**config.mk**
```make
export PLATFORM = sky130hd
export DESIGN_NAME = go_back_n_sender_window_flat
export DESIGN_NICKNAME = d
export VERILOG_FILES = /design/src/gbn_pkg.sv /design/src/gbn_ifs.sv /design/src/gbn_ctrl.sv /design/src/gbn_dp.sv /design/src/go_back_n_sender_window.sv /design/src/flat_wrapper.sv
export SDC_FILE = /design/constraint.sdc
export NUM_CORES = 1
export LEC_CHECK = 0
export BUFFER_PORTS_ARGS = -buffer_cell sky130_fd_sc_hd__buf_4
export CAP_MARGIN = 10
export CORE_MARGIN = 2
export CORE_UTILIZATION = 40
export DETAILED_ROUTE_END_ITERATION = 16
export HOLD_SLACK_MARGIN = 0.03
export PLACE_DENSITY = 0.56
export SYNTH_ARGS = -nofsm -noshare
export SYNTH_HDL_FRONTEND = slang
export SYNTH_HIERARCHICAL = 1
export SYNTH_SLANG_ARGS = --single-unit
```
**constraint.sdc**
```tcl
create_clock -name clk -period 10 [get_ports clk]
set_input_delay 1.5 -clock clk [delete_from_list [all_inputs] [get_ports clk]]
set_output_delay 1.5 -clock clk [all_outputs]
set_load 0.05 [all_outputs]
```
**src/gbn_pkg.sv**
```systemverilog
`default_nettype none

package gbn_pkg;

  // field widths
  localparam int FUNC_W = 2;
  localparam int SEQ_W  = 23;
  localparam int LEN_W  = 32;
  localparam int CNT_W  = 17;

  // sends per event and the counter that tracks them
  localparam int MAX_RESULTS = 16;
  localparam int RES_W       = $clog2(MAX_RESULTS);

  // chunk count saturates here so the base can still pass it
  localparam logic [SEQ_W-1:0] TOTAL_MAX = 23'h7FFFFE;

  // event codes
  localparam logic [FUNC_W-1:0] FUNC_START   = 2'd0;
  localparam logic [FUNC_W-1:0] FUNC_ACK     = 2'd1;
  localparam logic [FUNC_W-1:0] FUNC_TIMEOUT = 2'd2;

  // result kinds
  localparam logic KIND_SEND = 1'b0;
  localparam logic KIND_DONE = 1'b1;

  // chunk count by reciprocal multiply: product, estimate, back product, correction
  localparam int NUM_W     = LEN_W + 1;
  localparam int DIV_STEPS = 4;
  localparam int DIV_CNT_W = $clog2(DIV_STEPS + 1);

  typedef enum logic [2:0] {
    S_IDLE,
    S_DECODE,
    S_DIV,
    S_LOAD,
    S_CHECK,
    S_EVAL,
    S_EMIT,
    S_DONE
  } ctrl_state_t;

  typedef struct packed {
    logic take;           // ready toward the event channel
    logic div_init;
    logic div_step;
    logic start_apply;
    logic ack_apply;
    logic timeout_apply;
    logic eval_load;
    logic send_emit;
    logic done_emit;
  } gbn_cmd_t;

  typedef struct packed {
    logic              in_valid;
    logic [FUNC_W-1:0] func;
    logic              busy;
    logic              div_last;
    logic              past_end;
    logic              can_send;
    logic              cur_last;
    logic              out_free;
  } gbn_status_t;

endpackage

`default_nettype wire

```
**src/gbn_ifs.sv**
```systemverilog
`default_nettype none

// event channel
interface gbn_req_if;
  logic                       valid;
  logic                       ready;
  logic [gbn_pkg::FUNC_W-1:0] func;
  logic [gbn_pkg::LEN_W-1:0]  file_bytes;
  logic [gbn_pkg::LEN_W-1:0]  ack_number;
  logic                       ack_flag;
  logic                       check_ok;

  modport source (output valid, func, file_bytes, ack_number, ack_flag, check_ok,
                  input ready);
  modport sink   (input valid, func, file_bytes, ack_number, ack_flag, check_ok,
                  output ready);
endinterface

// command channel
interface gbn_rsp_if;
  logic                      valid;
  logic                      ready;
  logic                      kind;
  logic [gbn_pkg::SEQ_W-1:0] seq_out;
  logic [gbn_pkg::LEN_W-1:0] byte_offset;
  logic [gbn_pkg::CNT_W-1:0] byte_count;
  logic                      fin;
  logic                      last;

  modport source (output valid, kind, seq_out, byte_offset, byte_count, fin, last,
                  input ready);
  modport sink   (input valid, kind, seq_out, byte_offset, byte_count, fin, last,
                  output ready);
endinterface

`default_nettype wire

```
**src/gbn_ctrl.sv**
```systemverilog
`default_nettype none

module gbn_ctrl (
  input  wire logic                 clk,
  input  wire logic                 rst,
  input  wire gbn_pkg::gbn_status_t st,
  output gbn_pkg::gbn_cmd_t         cmd
);

  gbn_pkg::ctrl_state_t state;
  gbn_pkg::ctrl_state_t state_next;

  // state register
  always_ff @(posedge clk) begin
    if (rst) begin
      state <= gbn_pkg::S_IDLE;
    end else begin
      state <= state_next;
    end
  end

  // next state
  always_comb begin
    state_next = state;
    unique case (state)
      gbn_pkg::S_IDLE: begin
        if (st.in_valid) begin
          state_next = gbn_pkg::S_DECODE;
        end
      end
      gbn_pkg::S_DECODE: begin
        unique case (st.func)
          gbn_pkg::FUNC_START:   state_next = gbn_pkg::S_DIV;
          gbn_pkg::FUNC_ACK:     state_next = st.busy ? gbn_pkg::S_CHECK : gbn_pkg::S_IDLE;
          gbn_pkg::FUNC_TIMEOUT: state_next = st.busy ? gbn_pkg::S_CHECK : gbn_pkg::S_IDLE;
          default:               state_next = gbn_pkg::S_IDLE;
        endcase
      end
      gbn_pkg::S_DIV: begin
        if (st.div_last) begin
          state_next = gbn_pkg::S_LOAD;
        end
      end
      gbn_pkg::S_LOAD: begin
        state_next = gbn_pkg::S_CHECK;
      end
      gbn_pkg::S_CHECK: begin
        state_next = st.past_end ? gbn_pkg::S_DONE : gbn_pkg::S_EVAL;
      end
      gbn_pkg::S_EVAL: begin
        state_next = st.can_send ? gbn_pkg::S_EMIT : gbn_pkg::S_IDLE;
      end
      gbn_pkg::S_EMIT: begin
        if (st.out_free) begin
          state_next = st.cur_last ? gbn_pkg::S_IDLE : gbn_pkg::S_EVAL;
        end
      end
      gbn_pkg::S_DONE: begin
        if (st.out_free) begin
          state_next = gbn_pkg::S_IDLE;
        end
      end
      default: state_next = gbn_pkg::S_IDLE;
    endcase
  end

  // commands
  always_comb begin
    cmd = '0;
    unique case (state)
      gbn_pkg::S_IDLE: begin
        cmd.take = 1'b1;
      end
      gbn_pkg::S_DECODE: begin
        unique case (st.func)
          gbn_pkg::FUNC_START:   cmd.div_init      = 1'b1;
          gbn_pkg::FUNC_ACK:     cmd.ack_apply     = st.busy;
          gbn_pkg::FUNC_TIMEOUT: cmd.timeout_apply = st.busy;
          default:               cmd.div_init      = 1'b0;
        endcase
      end
      gbn_pkg::S_DIV: begin
        cmd.div_step = 1'b1;
      end
      gbn_pkg::S_LOAD: begin
        cmd.start_apply = 1'b1;
      end
      gbn_pkg::S_CHECK: begin
        cmd.take = 1'b0;
      end
      gbn_pkg::S_EVAL: begin
        cmd.eval_load = st.can_send;
      end
      gbn_pkg::S_EMIT: begin
        cmd.send_emit = st.out_free;
      end
      gbn_pkg::S_DONE: begin
        cmd.done_emit = st.out_free;
      end
      default: cmd = '0;
    endcase
  end

  // a send waiting for the output never leaves without its beat
  a_emit_holds: assert property (@(posedge clk) disable iff (rst)
    (state == gbn_pkg::S_EMIT && !st.out_free) |=> (state == gbn_pkg::S_EMIT))
    else $error("send state left without loading the output");

  // the divider runs only after a start event was decoded
  a_div_entry: assert property (@(posedge clk) disable iff (rst)
    $rose(state == gbn_pkg::S_DIV) |-> $past(state == gbn_pkg::S_DECODE))
    else $error("divider entered without a start event");

  // no new event is taken while the divider or sends are in flight
  a_take_idle: assert property (@(posedge clk) disable iff (rst)
    (state == gbn_pkg::S_DIV || state == gbn_pkg::S_EVAL || state == gbn_pkg::S_EMIT)
      |-> !cmd.take)
    else $error("event taken while busy");

endmodule

`default_nettype wire

```
**src/gbn_dp.sv**
```systemverilog
`default_nettype none

module gbn_dp #(
  parameter int WINDOW      = 16,
  parameter int CHUNK_BYTES = 1024
) (
  input  wire logic              clk,
  input  wire logic              rst,
  gbn_req_if.sink                req,
  gbn_rsp_if.source              rsp,
  input  wire gbn_pkg::gbn_cmd_t cmd,
  output gbn_pkg::gbn_status_t   st
);

  localparam int SEQ_W  = gbn_pkg::SEQ_W;
  localparam int LEN_W  = gbn_pkg::LEN_W;
  localparam int CNT_W  = gbn_pkg::CNT_W;
  localparam int NUM_W  = gbn_pkg::NUM_W;
  localparam int PROD_W = SEQ_W + CNT_W;
  localparam int RCP_W  = NUM_W + 1;
  localparam int LO_W   = RCP_W / 2;
  localparam int HI_W   = RCP_W - LO_W;
  localparam int PART_W = NUM_W + HI_W;
  localparam int FULL_W = NUM_W + RCP_W;

  localparam logic [CNT_W-1:0] CHUNK_C   = CNT_W'(CHUNK_BYTES);
  localparam logic [NUM_W-1:0] CHUNK_N   = NUM_W'(CHUNK_BYTES);
  localparam logic [LEN_W-1:0] CHUNK_L   = LEN_W'(CHUNK_BYTES);
  localparam logic [NUM_W-1:0] ROUND_UP  = NUM_W'(CHUNK_BYTES - 1);
  localparam logic [SEQ_W:0]   WINDOW_E  = (SEQ_W + 1)'(WINDOW);
  localparam logic [gbn_pkg::DIV_CNT_W-1:0] DIV_STEPS =
    gbn_pkg::DIV_CNT_W'(gbn_pkg::DIV_STEPS);

  // floor(2^NUM_W / chunk), split into two halves for the multipliers
  localparam logic [RCP_W-1:0] RECIP  = RCP_W'((64'd1 << NUM_W) / 64'(CHUNK_BYTES));
  localparam logic [LO_W-1:0]  RCP_LO = RECIP[LO_W-1:0];
  localparam logic [HI_W-1:0]  RCP_HI = RECIP[RCP_W-1:LO_W];

  // latched event
  logic [gbn_pkg::FUNC_W-1:0] func_r;
  logic [LEN_W-1:0]           len_r;
  logic [LEN_W-1:0]           ackn_r;
  logic                       ackf_r;
  logic                       ok_r;

  // window state
  logic [SEQ_W-1:0] base;
  logic [SEQ_W-1:0] send_seq;
  logic [SEQ_W-1:0] total;
  logic [LEN_W-1:0] stored_len;
  logic             busy;
  logic [gbn_pkg::RES_W-1:0] res_cnt;

  // chunk count unit
  logic [NUM_W-1:0]              div_num;
  logic [gbn_pkg::DIV_CNT_W-1:0] div_cnt;
  logic                          div_last;
  logic [PART_W-1:0]             prod_lo;
  logic [PART_W-1:0]             prod_hi;
  logic [FULL_W-1:0]             prod_sum;
  logic [NUM_W-1:0]              q_est;
  logic [NUM_W-1:0]              q_back;
  logic [NUM_W-1:0]              div_rem;
  logic                          q_fix;
  logic [SEQ_W-1:0]              total_sat;

  // send stage
  logic [SEQ_W-1:0]  seq_r;
  logic              fin_r;
  logic              last_r;
  logic [PROD_W-1:0] prod;
  logic [LEN_W-1:0]  rest;
  logic [CNT_W-1:0]  cnt;

  // output register
  logic              out_valid;
  logic              out_kind;
  logic [SEQ_W-1:0]  out_seq;
  logic [LEN_W-1:0]  out_off;
  logic [CNT_W-1:0]  out_cnt;
  logic              out_fin;
  logic              out_last;
  logic              out_free;

  // window checks
  logic [SEQ_W:0]   win_end;
  logic [SEQ_W:0]   seq_e;
  logic [SEQ_W:0]   seq_e1;
  logic [SEQ_W:0]   total_e;
  logic             can_send;
  logic             cur_last_calc;
  logic             load_in;

  // ack handling
  logic             ack_good;
  logic [SEQ_W-1:0] new_base;

  assign load_in = cmd.take && req.valid;
  assign req.ready = cmd.take;

  // latch the event on acceptance
  always_ff @(posedge clk) begin
    if (load_in) begin
      func_r <= req.func;
      len_r  <= req.file_bytes;
      ackn_r <= req.ack_number;
      ackf_r <= req.ack_flag;
      ok_r   <= req.check_ok;
    end
  end

  // estimate is the true quotient or one below; one compare fixes it
  assign prod_sum  = {prod_hi, {LO_W{1'b0}}} + FULL_W'(prod_lo);
  assign div_rem   = div_num - q_back;
  assign q_fix     = (div_rem >= CHUNK_N);
  assign div_last  = (div_cnt == gbn_pkg::DIV_CNT_W'(1));
  assign total_sat = (div_num > NUM_W'(gbn_pkg::TOTAL_MAX)) ? gbn_pkg::TOTAL_MAX
                                                          : div_num[SEQ_W-1:0];

  // product, estimate, back product, then the corrected quotient
  always_ff @(posedge clk) begin
    if (cmd.div_init) begin
      div_num <= NUM_W'(len_r) + ROUND_UP;
      div_cnt <= DIV_STEPS;
    end else if (cmd.div_step) begin
      prod_lo <= {{HI_W{1'b0}}, div_num} * {{(PART_W-LO_W){1'b0}}, RCP_LO};
      prod_hi <= {{HI_W{1'b0}}, div_num} * {{(PART_W-HI_W){1'b0}}, RCP_HI};
      q_est   <= prod_sum[FULL_W-2:NUM_W];
      q_back  <= NUM_W'({{(PART_W-NUM_W){1'b0}}, q_est} *
                        {{(PART_W-CNT_W){1'b0}}, CHUNK_C});
      div_cnt <= div_cnt - gbn_pkg::DIV_CNT_W'(1);
      if (div_last) begin
        div_num <= q_est + NUM_W'(q_fix);
      end
    end
  end

  // window limits
  assign win_end       = {1'b0, base} + WINDOW_E;
  assign seq_e         = {1'b0, send_seq};
  assign seq_e1        = seq_e + (SEQ_W + 1)'(1);
  assign total_e       = {1'b0, total};
  assign can_send      = (seq_e < win_end) && (send_seq <= total);
  assign cur_last_calc = (res_cnt == gbn_pkg::RES_W'(gbn_pkg::MAX_RESULTS - 1)) ||
                         !(seq_e1 < win_end) || (seq_e1 > total_e);

  // valid ack at or above the base, clamped past the last chunk
  assign ack_good = ackf_r && ok_r && (ackn_r >= {{(LEN_W-SEQ_W){1'b0}}, base});
  assign new_base = (ackn_r >= {{(LEN_W-SEQ_W){1'b0}}, total})
                    ? total + SEQ_W'(1)
                    : ackn_r[SEQ_W-1:0] + SEQ_W'(1);

  // window state
  always_ff @(posedge clk) begin
    if (rst) begin
      base       <= SEQ_W'(1);
      send_seq   <= SEQ_W'(1);
      total      <= '0;
      stored_len <= '0;
      busy       <= 1'b0;
      res_cnt    <= '0;
    end else begin
      if (load_in) begin
        res_cnt <= '0;
      end
      if (cmd.start_apply) begin
        total      <= total_sat;
        stored_len <= len_r;
        base       <= SEQ_W'(1);
        send_seq   <= SEQ_W'(1);
        busy       <= 1'b1;
      end
      if (cmd.ack_apply && ack_good) begin
        base <= new_base;
        if (send_seq < new_base) begin
          send_seq <= new_base;
        end
      end
      if (cmd.timeout_apply) begin
        send_seq <= base;
      end
      if (cmd.send_emit) begin
        send_seq <= seq_r + SEQ_W'(1);
        res_cnt  <= res_cnt + gbn_pkg::RES_W'(1);
      end
      if (cmd.done_emit) begin
        busy <= 1'b0;
      end
    end
  end

  // offset product, registered before the length compare
  always_ff @(posedge clk) begin
    if (cmd.eval_load) begin
      seq_r  <= send_seq;
      fin_r  <= (send_seq == total);
      last_r <= cur_last_calc;
      prod   <= {{CNT_W{1'b0}}, send_seq - SEQ_W'(1)} * {{SEQ_W{1'b0}}, CHUNK_C};
    end
  end

  // bytes left from this offset, capped at one chunk
  assign rest = (prod < PROD_W'(stored_len)) ? stored_len - prod[LEN_W-1:0] : '0;
  assign cnt  = (rest < CHUNK_L) ? rest[CNT_W-1:0] : CHUNK_C;

  // output register
  assign out_free = !out_valid || rsp.ready;

  always_ff @(posedge clk) begin
    if (rst) begin
      out_valid <= 1'b0;
    end else if (cmd.send_emit || cmd.done_emit) begin
      out_valid <= 1'b1;
    end else if (rsp.ready) begin
      out_valid <= 1'b0;
    end
  end

  always_ff @(posedge clk) begin
    if (cmd.send_emit) begin
      out_kind <= gbn_pkg::KIND_SEND;
      out_seq  <= seq_r;
      out_off  <= prod[LEN_W-1:0];
      out_cnt  <= cnt;
      out_fin  <= fin_r;
      out_last <= last_r;
    end else if (cmd.done_emit) begin
      out_kind <= gbn_pkg::KIND_DONE;
      out_seq  <= '0;
      out_off  <= '0;
      out_cnt  <= '0;
      out_fin  <= 1'b0;
      out_last <= 1'b1;
    end
  end

  assign rsp.valid       = out_valid;
  assign rsp.kind        = out_kind;
  assign rsp.seq_out     = out_seq;
  assign rsp.byte_offset = out_off;
  assign rsp.byte_count  = out_cnt;
  assign rsp.fin         = out_fin;
  assign rsp.last        = out_last;

  // status toward the controller
  always_comb begin
    st          = '0;
    st.in_valid = req.valid;
    st.func     = func_r;
    st.busy     = busy;
    st.div_last = div_last;
    st.past_end = (base > total);
    st.can_send = can_send;
    st.cur_last = last_r;
    st.out_free = out_free;
  end

  // next never falls behind the base during a transfer
  a_next_ge_base: assert property (@(posedge clk) disable iff (rst)
    busy |-> (send_seq >= base))
    else $error("next sequence behind window base");

  // the base never passes one beyond the last chunk
  a_base_bound: assert property (@(posedge clk) disable iff (rst)
    ({1'b0, base} <= total_e + (SEQ_W + 1)'(1)))
    else $error("window base beyond last chunk");

  // a done beat carries zeros and closes the event
  a_done_beat: assert property (@(posedge clk) disable iff (rst)
    (out_valid && out_kind == gbn_pkg::KIND_DONE) |-> (out_seq == '0 && out_last))
    else $error("malformed done beat");

  // sends always carry a real sequence number
  a_send_seq: assert property (@(posedge clk) disable iff (rst)
    (out_valid && out_kind == gbn_pkg::KIND_SEND) |-> (out_seq != '0))
    else $error("send beat with sequence zero");

endmodule

`default_nettype wire

```
**src/go_back_n_sender_window.sv**
```systemverilog
// channel  modport  beat content
// -------  -------  -----------------------------------------------------
// req      sink     func, file_bytes, ack_number, ack_flag, check_ok
// rsp      source   kind, seq_out, byte_offset, byte_count, fin, last
//
// one event at a time; ack and timeout are first decoded, then checked against the window,
// then each send is an offset multiply followed by a length compare, up to 16 sends
// a start first computes the chunk count (reciprocal multiply with one correction step)
// and then loads the window
// the output register lets the next event be taken while the last beat still waits
// rst is synchronous and returns the window to base one, next one, idle
// a stalled rsp holds the send sequencer in place; no beat is dropped or repeated
`default_nettype none

module go_back_n_sender_window #(
  parameter int WINDOW      = 16,
  parameter int CHUNK_BYTES = 1024
) (
  input  wire logic clk,
  input  wire logic rst,
  gbn_req_if.sink   req,
  gbn_rsp_if.source rsp
);

  gbn_pkg::gbn_cmd_t    cmd;
  gbn_pkg::gbn_status_t st;

  // event sequencer
  gbn_ctrl u_ctrl (
    .clk (clk),
    .rst (rst),
    .st  (st),
    .cmd (cmd)
  );

  // window state, chunk count, offset math and output register
  gbn_dp #(
    .WINDOW      (WINDOW),
    .CHUNK_BYTES (CHUNK_BYTES)
  ) u_dp (
    .clk (clk),
    .rst (rst),
    .req (req),
    .rsp (rsp),
    .cmd (cmd),
    .st  (st)
  );

endmodule

`default_nettype wire
```
**src/flat_wrapper.sv**
```systemverilog
// flat-port wrapper written by rule: the top's interface ports become plain ports
module go_back_n_sender_window_flat 
#(
  parameter int WINDOW      = 16,
  parameter int CHUNK_BYTES = 1024
)
  (clk, rst, req_valid, req_func, req_file_bytes, req_ack_number, req_ack_flag, req_check_ok, req_ready, rsp_valid, rsp_kind, rsp_seq_out, rsp_byte_offset, rsp_byte_count, rsp_fin, rsp_last, rsp_ready);
  gbn_req_if req_i ();
  gbn_rsp_if rsp_i ();
  input  wire logic clk;
  input  wire logic rst;
  input wire logic [$bits(req_i.valid)-1:0] req_valid;
  input wire logic [$bits(req_i.func)-1:0] req_func;
  input wire logic [$bits(req_i.file_bytes)-1:0] req_file_bytes;
  input wire logic [$bits(req_i.ack_number)-1:0] req_ack_number;
  input wire logic [$bits(req_i.ack_flag)-1:0] req_ack_flag;
  input wire logic [$bits(req_i.check_ok)-1:0] req_check_ok;
  output wire logic [$bits(req_i.ready)-1:0] req_ready;
  output wire logic [$bits(rsp_i.valid)-1:0] rsp_valid;
  output wire logic [$bits(rsp_i.kind)-1:0] rsp_kind;
  output wire logic [$bits(rsp_i.seq_out)-1:0] rsp_seq_out;
  output wire logic [$bits(rsp_i.byte_offset)-1:0] rsp_byte_offset;
  output wire logic [$bits(rsp_i.byte_count)-1:0] rsp_byte_count;
  output wire logic [$bits(rsp_i.fin)-1:0] rsp_fin;
  output wire logic [$bits(rsp_i.last)-1:0] rsp_last;
  input wire logic [$bits(rsp_i.ready)-1:0] rsp_ready;
  assign req_i.valid = req_valid;
  assign req_i.func = req_func;
  assign req_i.file_bytes = req_file_bytes;
  assign req_i.ack_number = req_ack_number;
  assign req_i.ack_flag = req_ack_flag;
  assign req_i.check_ok = req_check_ok;
  assign req_ready = req_i.ready;
  assign rsp_valid = rsp_i.valid;
  assign rsp_kind = rsp_i.kind;
  assign rsp_seq_out = rsp_i.seq_out;
  assign rsp_byte_offset = rsp_i.byte_offset;
  assign rsp_byte_count = rsp_i.byte_count;
  assign rsp_fin = rsp_i.fin;
  assign rsp_last = rsp_i.last;
  assign rsp_i.ready = rsp_ready;
  go_back_n_sender_window #(.WINDOW(WINDOW), .CHUNK_BYTES(CHUNK_BYTES)) u_core (.clk(clk), .rst(rst), .req(req_i), .rsp(rsp_i));
endmodule
```
==> out/results.ini <==
[run_status]
status = finished clean

[clocking]
cts_htree_levels = 2
cts_buffer_depth = 3
cts_tree = built
root_buffer = clkbuf_16
cts_hold_buf = 0
cts_made_buffers = 46
path_clk_slew_ns = 0.06
clk_latency_ns = 0.61
clkSinkCount = 396
ctsResizeCount = 0
cts_setup_buffers = 0

[drt]
wl_per_cell_um = 22.4
via_per_inst = 5.59
dr.first_iter.drc_count = 1510
first_pass_iters = 5
drt-total-wl_mm = 75.5
vias = 18900
drt_drc_violations_left = 0
ant_nets = 0

[grt]
antenna_found_initial = 0
grt_pass1_wl_mm = 114
track_usage = 0.237
grt_pass1_vias = 18500
grt_max_degree = 71
grt.overflow.total = 0

[placed_design]
dp_cells = 3295
hpwl_mm = 57.9
port_buffers = 138
gp_congestion = 0.943
placed_area_um2 = 26400

[setup_path]
cp.arrival_ns = 7.83
startpoint_type = flop
crit_type = flop to flop
cp_max_fo = 40
rrSetupSlack_ns = 2.68
required_ns = 10.51
end_kind = flop

[cells_and_area]
area_growth_pct = 13.6
nets = 2887
fin_cells = 3377
final_core_util = 0.461
design_area_um2 = 27900
drive_above_1_share = 0.103

[timing]
finalHoldViolCount = 0
fin_crit_ns = 7.32
drv_slew = 0
finClkSkew_ns = 0.0246
max_freq_ghz = 0.137
slew_headroom = 0.243
setup_tns_ns = 0
rsz0062_at_grt = no
tightest_slew_ns = 1.13
timing.final.crit_share = 0.732
finalSetupViolations = 0

[synthesis]
ys_warn_count = 6
yosys-top-cells-area = edfxtp_1 34%, ha_1 13%, dfxtp_1 9.3%
synth_most_common_cell = edfxtp_1
syn_inst = 2437
synth_edf_count = 282
syn_area_per_cell_um2 = 10.1
synth_commonest_cells = 282 x edfxtp_1, 252 x ha_1, 195 x nor2_1
yosysSeqAreaShare = 0.438
synth_flop_cell = edfxtp_1
synth-seq-cells = 396
synth_area_leader_cell = edfxtp_1
yosys.area.top_type_share = 0.345
syn_area_um2 = 24600
synth_cell_types = 84
postSynth.asyncResetShare = 0

[die]
die_area_um2 = 63400
io-pin-count = 149
coreArea_um2 = 60600
dieHeight_um = 252
placementRows = 90
die_width_um = 252
start_util = 0.406

[job]
drv_cap = 0

[worst_hold_path]
hold_path.class = flop to flop

[pwr]
peakVddDrop_v = 0.000126
power_density_nw_per_um2 = 137
power.leakage_nw = 11.2

==> metal layers <==
metal	wire [um]	global-route usage	part of all wire	up-vias
met2	34700	0.384	0.46	550
met1	34600	0.333	0.46	9188
met5	0	0	0	-
met3	4530	0.0338	0.060	90
li1	-	-	-	9038
met4	1740	0.0615	0.023	0
==> logic make-up after synthesis <==
group / count (synthesis) / share of synthesized area
buffers and inverters: 284 / 0.0471
DFF: 396 / 0.438
and+or+nand+nor: 791 / 0.165
other: 1 / 0.000153
AOI/OAI and AO/OA: 444 / 0.119
adders and majority gates: 257 / 0.131
muxes: 81 / 0.0342
xor gates and xnor gates: 183 / 0.0652
==> worst max-delay path, cell delays in order (launching register included) <==
cell and delay [ns]:
dfxtp_1 0.46, inv_1 0.20, ha_1 0.35, nand4_1 0.18, nor4_1 0.32, a22o_1 0.27, o21a_4 0.19, nor2_4 0.04
buf_4 0.30, mux2_2 0.36, ha_1 0.26, inv_1 0.08, a21oi_1 0.39, nand4_1 0.18, xnor2_1 0.16, nor2_1 0.05
a21oi_1 0.35, inv_1 0.09, ha_1 0.31, o2111ai_1 0.11, o31a_1 0.35, a2111oi_0 0.44, nor2_1 0.10, a31o_2 0.28
o221ai_4 0.84, mux2_2 0.42, o21ai_0 0.14
==> report_power, final <==
group	total (mW)	switching, mW	internal (mW)
logic	0.248	0.152	0.0959
registers	1.84	0.0468	1.80
clock network	1.73	0.708	1.02
==> placed cells by master (no fill, tap or decap), drive strengths merged, types with 56 or more instances in the layout <==
| cell type | instances |
|---|---|
| o21ai | 95 |
| mux2i | 67 |
| edfxtp | 282 |
| nand4 | 56 |
| buf | 155 |
| ha | 252 |
| a21oi | 114 |
| nand3 | 89 |
| and2 | 75 |
| xnor2 | 130 |
| nand2 | 129 |
| dfxtp | 114 |
| inv | 190 |
| nor2 | 196 |
==> sequential cells by signal (all words and copies together) (netlist names), 2 cells and up <==
register	cells
u_core/u_ctrl/state	3
u_core/u_dp/ackn_r	32
u_core/u_dp/base	23
u_core/u_dp/div_cnt	3
u_core/u_dp/div_num	33
u_core/u_dp/func_r	2
u_core/u_dp/len_r	32
u_core/u_dp/prod	23
u_core/u_dp/prod_hi	23
u_core/u_dp/q_back	23
u_core/u_dp/q_est	23
u_core/u_dp/res_cnt	4
u_core/u_dp/rsp.byte_count	17
u_core/u_dp/rsp.byte_offset	22
u_core/u_dp/rsp.seq_out	23
u_core/u_dp/send_seq	23
u_core/u_dp/seq_r	23
u_core/u_dp/stored_len	32
u_core/u_dp/total	23
==> area by class of cell <==
class / count / area, um2
Clock inverter: 29 / 337
Tap cell: 782 / 978
Inverter: 190 / 713
Multi-Input combinational cell: 1772 / 12800
Clock buffer: 52 / 1200
Sequential cell: 396 / 10800
Antenna cell: 1 / 2.50
Timing Repair Buffer: 155 / 1160
Fill cell: 5699 / 32700
==> path summary, 6_finish.rpt <==
path,from,to,depth (start not counted)
max reg2reg,u_core/u_dp/total[13],u_core/u_dp/send_seq[3],26
max,u_core/u_dp/total[13],u_core/u_dp/send_seq[3],26
min,u_core/u_dp/prod_hi[22],u_core/u_dp/q_est[6],0
min reg2reg,u_core/u_dp/prod_hi[22],u_core/u_dp/q_est[6],0
==> metrics by stage <==
stage          worst slack, ns  power (mW)  hold WS, ns
2_1_floorplan             3.24        2.02        0.400
3_3_place_gp              2.93        2.12        0.401
3_5_place_dp              2.82        2.12        0.406
4_1_cts                   2.77        3.86        0.421
5_1_grt                   2.21        3.95        0.425
6_report                  2.68        3.82        0.419
(Power assumes the default switching activity.)
